<file path="src/sv/krt_pkg.sv">
// Shared constants, codes and types for the keyed record table.
package krt_pkg;

  // Table geometry
  localparam int unsigned CAPACITY   = 64;
  localparam int unsigned IDX_W      = $clog2(CAPACITY);
  localparam int unsigned CNT_W      = $clog2(CAPACITY + 1);
  localparam int unsigned KEY_W      = 32;
  localparam int unsigned TAG_W      = 8;
  localparam int unsigned NAME_BYTES = 20;
  localparam int unsigned NAME_W     = 8 * NAME_BYTES;
  localparam int unsigned POS_W      = 7;

  // Stream widths
  localparam int unsigned IN_W  = 208;
  localparam int unsigned OUT_W = 56;

  typedef enum logic [1:0] {
    FN_APPEND    = 2'd0,
    FN_DELETE    = 2'd1,
    FN_FIND_KEY  = 2'd2,
    FN_FIND_NAME = 2'd3
  } func_e;

  typedef enum logic [1:0] {
    ST_OK        = 2'd0,
    ST_FULL      = 2'd1,
    ST_NOT_FOUND = 2'd2
  } status_e;

  // One stored record, key in the low bits
  typedef struct packed {
    logic [NAME_W-1:0] name;
    logic [TAG_W-1:0]  tag;
    logic [KEY_W-1:0]  key;
  } rec_t;

  // Input transaction, func in the low bits
  typedef struct packed {
    logic [5:0]  pad;
    logic [31:0] name_bytes_hi;
    logic [63:0] name_bytes_mid;
    logic [63:0] name_bytes_lo;
    logic [7:0]  rec_tag;
    logic [31:0] rec_key;
    func_e       func;
  } in_item_t;

  // Output transaction, status in the low bits
  typedef struct packed {
    logic [7:0]       found_tag;
    logic [31:0]      found_key;
    logic [POS_W-1:0] entry_count;
    logic [POS_W-1:0] position;
    status_e          status;
  } out_item_t;

  // Controller to datapath
  typedef struct packed {
    logic load;
    logic append;
    logic scan;
    logic shift;
    logic shrink;
    logic respond;
  } ctrl_cmd_t;

  // Datapath to controller
  typedef struct packed {
    logic in_append;
    logic op_delete;
    logic match;
    logic scan_end;
    logic out_free;
  } ctrl_sts_t;

endpackage

</file>
<file path="src/sv/krt_ctrl.sv">
// Sequencing state machine for the keyed record table.
module krt_ctrl (
  input  logic              clk_i,
  input  logic              rst_ni,
  input  logic              s_valid_i,
  output logic              s_ready_o,
  input  krt_pkg::ctrl_sts_t sts_i,
  output krt_pkg::ctrl_cmd_t cmd_o
);
  import krt_pkg::*;

  typedef enum logic [4:0] {
    S_IDLE   = 5'b00001,
    S_APPEND = 5'b00010,
    S_SCAN   = 5'b00100,
    S_SHIFT  = 5'b01000,
    S_RESP   = 5'b10000
  } state_e;

  state_e state_q, state_d;

  // Take a transaction only between operations
  assign s_ready_o = (state_q == S_IDLE);

  // Next state and commands
  always_comb begin
    state_d = state_q;
    cmd_o   = '0;
    unique case (state_q)
      S_IDLE: begin
        if (s_valid_i) begin
          cmd_o.load = 1'b1;
          state_d    = sts_i.in_append ? S_APPEND : S_SCAN;
        end
      end
      S_APPEND: begin
        cmd_o.append = 1'b1;
        state_d      = S_RESP;
      end
      S_SCAN: begin
        cmd_o.scan = 1'b1;
        priority if (sts_i.match) begin
          state_d = sts_i.op_delete ? S_SHIFT : S_RESP;
        end else if (sts_i.scan_end) begin
          state_d = S_RESP;
        end
      end
      S_SHIFT: begin
        if (sts_i.scan_end) begin
          cmd_o.shrink = 1'b1;
          state_d      = S_RESP;
        end else begin
          cmd_o.shift = 1'b1;
        end
      end
      S_RESP: begin
        if (sts_i.out_free) begin
          cmd_o.respond = 1'b1;
          state_d       = S_IDLE;
        end
      end
      default: state_d = S_IDLE;
    endcase
  end

  always_ff @(posedge clk_i or negedge rst_ni) begin
    if (!rst_ni) begin
      state_q <= S_IDLE;
    end else begin
      state_q <= state_d;
    end
  end

endmodule

</file>
<file path="config.mk">
export PLATFORM = sky130hd
export DESIGN_NAME = krt_ctrl
export DESIGN_NICKNAME = d
export VERILOG_FILES = /design/src/sv/krt_pkg.sv /design/src/sv/krt_ctrl.sv
export SDC_FILE = /design/constraint.sdc
export NUM_CORES = 1
export LEC_CHECK = 0
export ABC_CLOCK_PERIOD_IN_PS = 2300
export BUFFER_PORTS_ARGS = -buffer_cell sky130_fd_sc_hd__buf_2
export CAP_MARGIN = 30
export CELL_PAD_IN_SITES_DETAIL_PLACEMENT = 1
export CELL_PAD_IN_SITES_GLOBAL_PLACEMENT = 2
export CORE_MARGIN = 3
export CORE_UTILIZATION = 26
export CTS_BUF_LIST = sky130_fd_sc_hd__clkbuf_4 sky130_fd_sc_hd__clkbuf_8 sky130_fd_sc_hd__clkbuf_16
export DETAILED_ROUTE_END_ITERATION = 8
export PLACE_DENSITY = 0.76
export SLEW_MARGIN = 20
export SYNTH_ARGS = -nofsm -noshare
export SYNTH_HDL_FRONTEND = slang
export SYNTH_SLANG_ARGS = --single-unit
</file>
<file path="constraint.sdc">
create_clock -name clk_i -period 2.3 [get_ports clk_i]
set_clock_uncertainty 0.2 [all_clocks]
set_input_delay 0.46 -clock clk_i [delete_from_list [all_inputs] [get_ports clk_i]]
set_output_delay 0.46 -clock clk_i [all_outputs]
set_load 0.03 [all_outputs]
</file>
==> results.md <==
- Placed Cells: 83
- Seq/Total Area, Yosys: 0.288
- Syn Nets: 61
- Maximum vdd drop: roughly 0.42 mV
- Initial antenna violation count: 0
- CTS tree: built
- F_max: 0.447 GHz
- Final Setup Violations: 0
- Storage cell area: approximately 130 µm²
- P&R area growth vs syn: 39.6%
- Fill count: 200
- Clock-pin slew on the worst setup and hold paths: 0.05 ns
- Nets: 82
- Final GP Congestion: 0.740
- Syn Inst Count: between 50 and 60
- IO Pins: 15
- Clock latency at the later pin of the worst-skew pair: between 0.2 and 0.25 ns
- Post-Route WL: 1.32 mm
- Share of cells above drive strength 1: 0.438
- Largest reg by FF count: state_q
- Drt first pass iters: 4
- Post-synthesis cell type count: 32
- Routed length per instance: ~15 µm
- Post-synth top cells: 5 x inv_1, 5 x nor2_1, 4 x dfrtp_1, 4 x nor2b_1
- Dpl hpwl: 958 µm
- Final hold slack: 0.284 ns
- Power Total: about 0.76 mW
- Ys Warns: 0
- First-pass GRT wire length: between 2 and 2.5 mm
- Detailed Route Iter0 Violations: 13
- Die H: about 47 µm
- GRT Resource Usage Total: 0.131
- Worst r2r src: state_q[3]
- Initial core utilization: 0.285
- Primary FF master, synth: dfrtp_1
- Inserted Clock Buffers: 3
- Async SR Flop Fraction: 1.00
- Final period util: 0.972
- Num rows: 14
- Pleak: between 0.3 and 0.4 nW
- Setup tns final: 0 ns
- Mapped Avg Cell Area: about 8.3 µm²
- Worst EP arrival: 1.58 ns
- Number of I/O port buffers: 14
- Vias: between 400 and 500
- Post-layout minimum cycle time: 2.24 ns
- Worst r2r dst: state_q[2]
- Post-Syn Area: 439 µm²
- Element type at the critical path end: output port
- Total grt overflow: 0
- Share of the synthesized area in the top cell type: 0.228
- Pwr Density: approximately 1200 mW/mm²
- Largest net degree at the start of global routing: 15
- Largest area contributor in the netlist: dfrtp_1
- Startpoint types: flip-flop
- Slew HR: 0.710
- Area of the die: approximately 0.0022 mm²
- Die width: 47.1 µm
- Final ANT Viol Nets: 0
- Max Cap Violations: 0
- Max reg flops: 5
- Final hold vios: 0
- Seq cells post-synth: 5
- Vias in the first global route: roughly 450
- CTS H-tree depth: 1
- Largest registers: state_q (5)
- Area of the multi-input gates: between 200 and 300 µm²
- CP max FO: 3
- Post-synth EDFFs: 0
- RSZ-0062 raised after global routing: no
- Worst Hold Depth: 3
- Worst Hold Path EP: state_q[1]
- Diode count: 0
- CP required: about 1.6 ns
- FF-to-FF path depth: 4
- Vias/cell: between 5 and 6
- Core area: around 0.0015 mm²
- Fin. max-slew vios: 0
- HP Class: in -> reg
- Status: completed
- Tightest Pin Transition: around 0.43 ns
- Post-Layout Cell Count: 89
- Clock sinks: 5
- CTS Buffer Depth: 2
- DRC viols: 0
- FF-to-FF setup slack: ~0.56 ns
- Area contributors post-synth: dfrtp_1 23%, dfstp_2 6.0%, nor2b_1 5.7%, inv_1 4.3%, nor2_1 4.3%
- CP Class: reg -> out
- Root buffer cell: clkbuf_4
- Hold_sp: sts_i[4]
where the power goes:
group          switching [mW]  leakage [nW]  internal (mW)
clock network          0.0387        0.0184         0.0775
logic                   0.293         0.221          0.209
registers              0.0181        0.0655          0.125
how the worst max path moves through the flow:
stage | startpoint | end | slack, ns | depth (start not counted)
floorplan | state_q[0] | cmd_o[5] | 0.006 | 4
global placement | state_q[0] | cmd_o[5] | 0.24 | 4
detailed placement | state_q[0] | cmd_o[5] | 0.19 | 4
CTS | state_q[2] | cmd_o[4] | 0.03 | 4
global route | state_q[0] | cmd_o[5] | 0.009 | 4
finish | state_q[2] | cmd_o[4] | 0.06 | 4
critical path: stages (launching register included):
cell	delay [ns]
dfrtp_1	0.37
or4b_4	0.54
or2_4	0.25
inv_2	0.05
buf_6	0.12
per-layer routing:
metal / routed length (µm) / global-route usage / vias up
li1: - / - / 237
met2: 564 / 0.198 / 17
met5: 0 / 0 / -
met1: 656 / 0.183 / 226
met4: 16 / 0.0166 / 0
met3: 81 / 0.0498 / 2
cells in the final DEF, fill, tap and decap left out, types with 2 or more instances in the layout:
cell	netlist	final
inv_1	5	4
o21ai_0	3	3
dfrtp_1	4	4
buf_2	0	13
nand4b_1	2	2
nor2_1	5	4
buf_4	0	5
o311ai_0	2	2
clkbuf_4	0	4
nor2b_1	4	4
nor3b_1	2	2
timing repair:
action                                  4_1_cts  5_1_grt
gates resized for setup                       1        4
endpoints found under the setup margin        2        3
hold endpoints to repair                      4        0
buffers inserted                              1        0
hold buffers                                  1        0
pin swaps                                     0        0
cell type report:
cell class / instances / area share
clock buffer: 4 / 0.0490
inverter: 5 / 0.0306
multi-input combinational: 39 / 0.480
sequential: 5 / 0.206
tap: 16 / 0.0327
timing repair buffer: 20 / 0.202
per-stage QoR:
stage | util | worst slack (ns) | area, µm²
6_report | 0.398 | 0.0638 | 613
2_1_floorplan | - | 0.00588 | 458
3_5_place_dp | 0.360 | 0.191 | 554
5_1_grt | 0.398 | 0.00877 | 613
4_1_cts | 0.392 | 0.0310 | 604
3_3_place_gp | 0.360 | 0.238 | 554
logic make-up after synthesis:
logic type / share of synthesized area
AOI/OAI and AO/OA: 0.185
and+or+nand+nor: 0.433
buffers and inverters: 0.0940
DFF: 0.288
No activity file was read; power rests on OpenSTA's default activity.
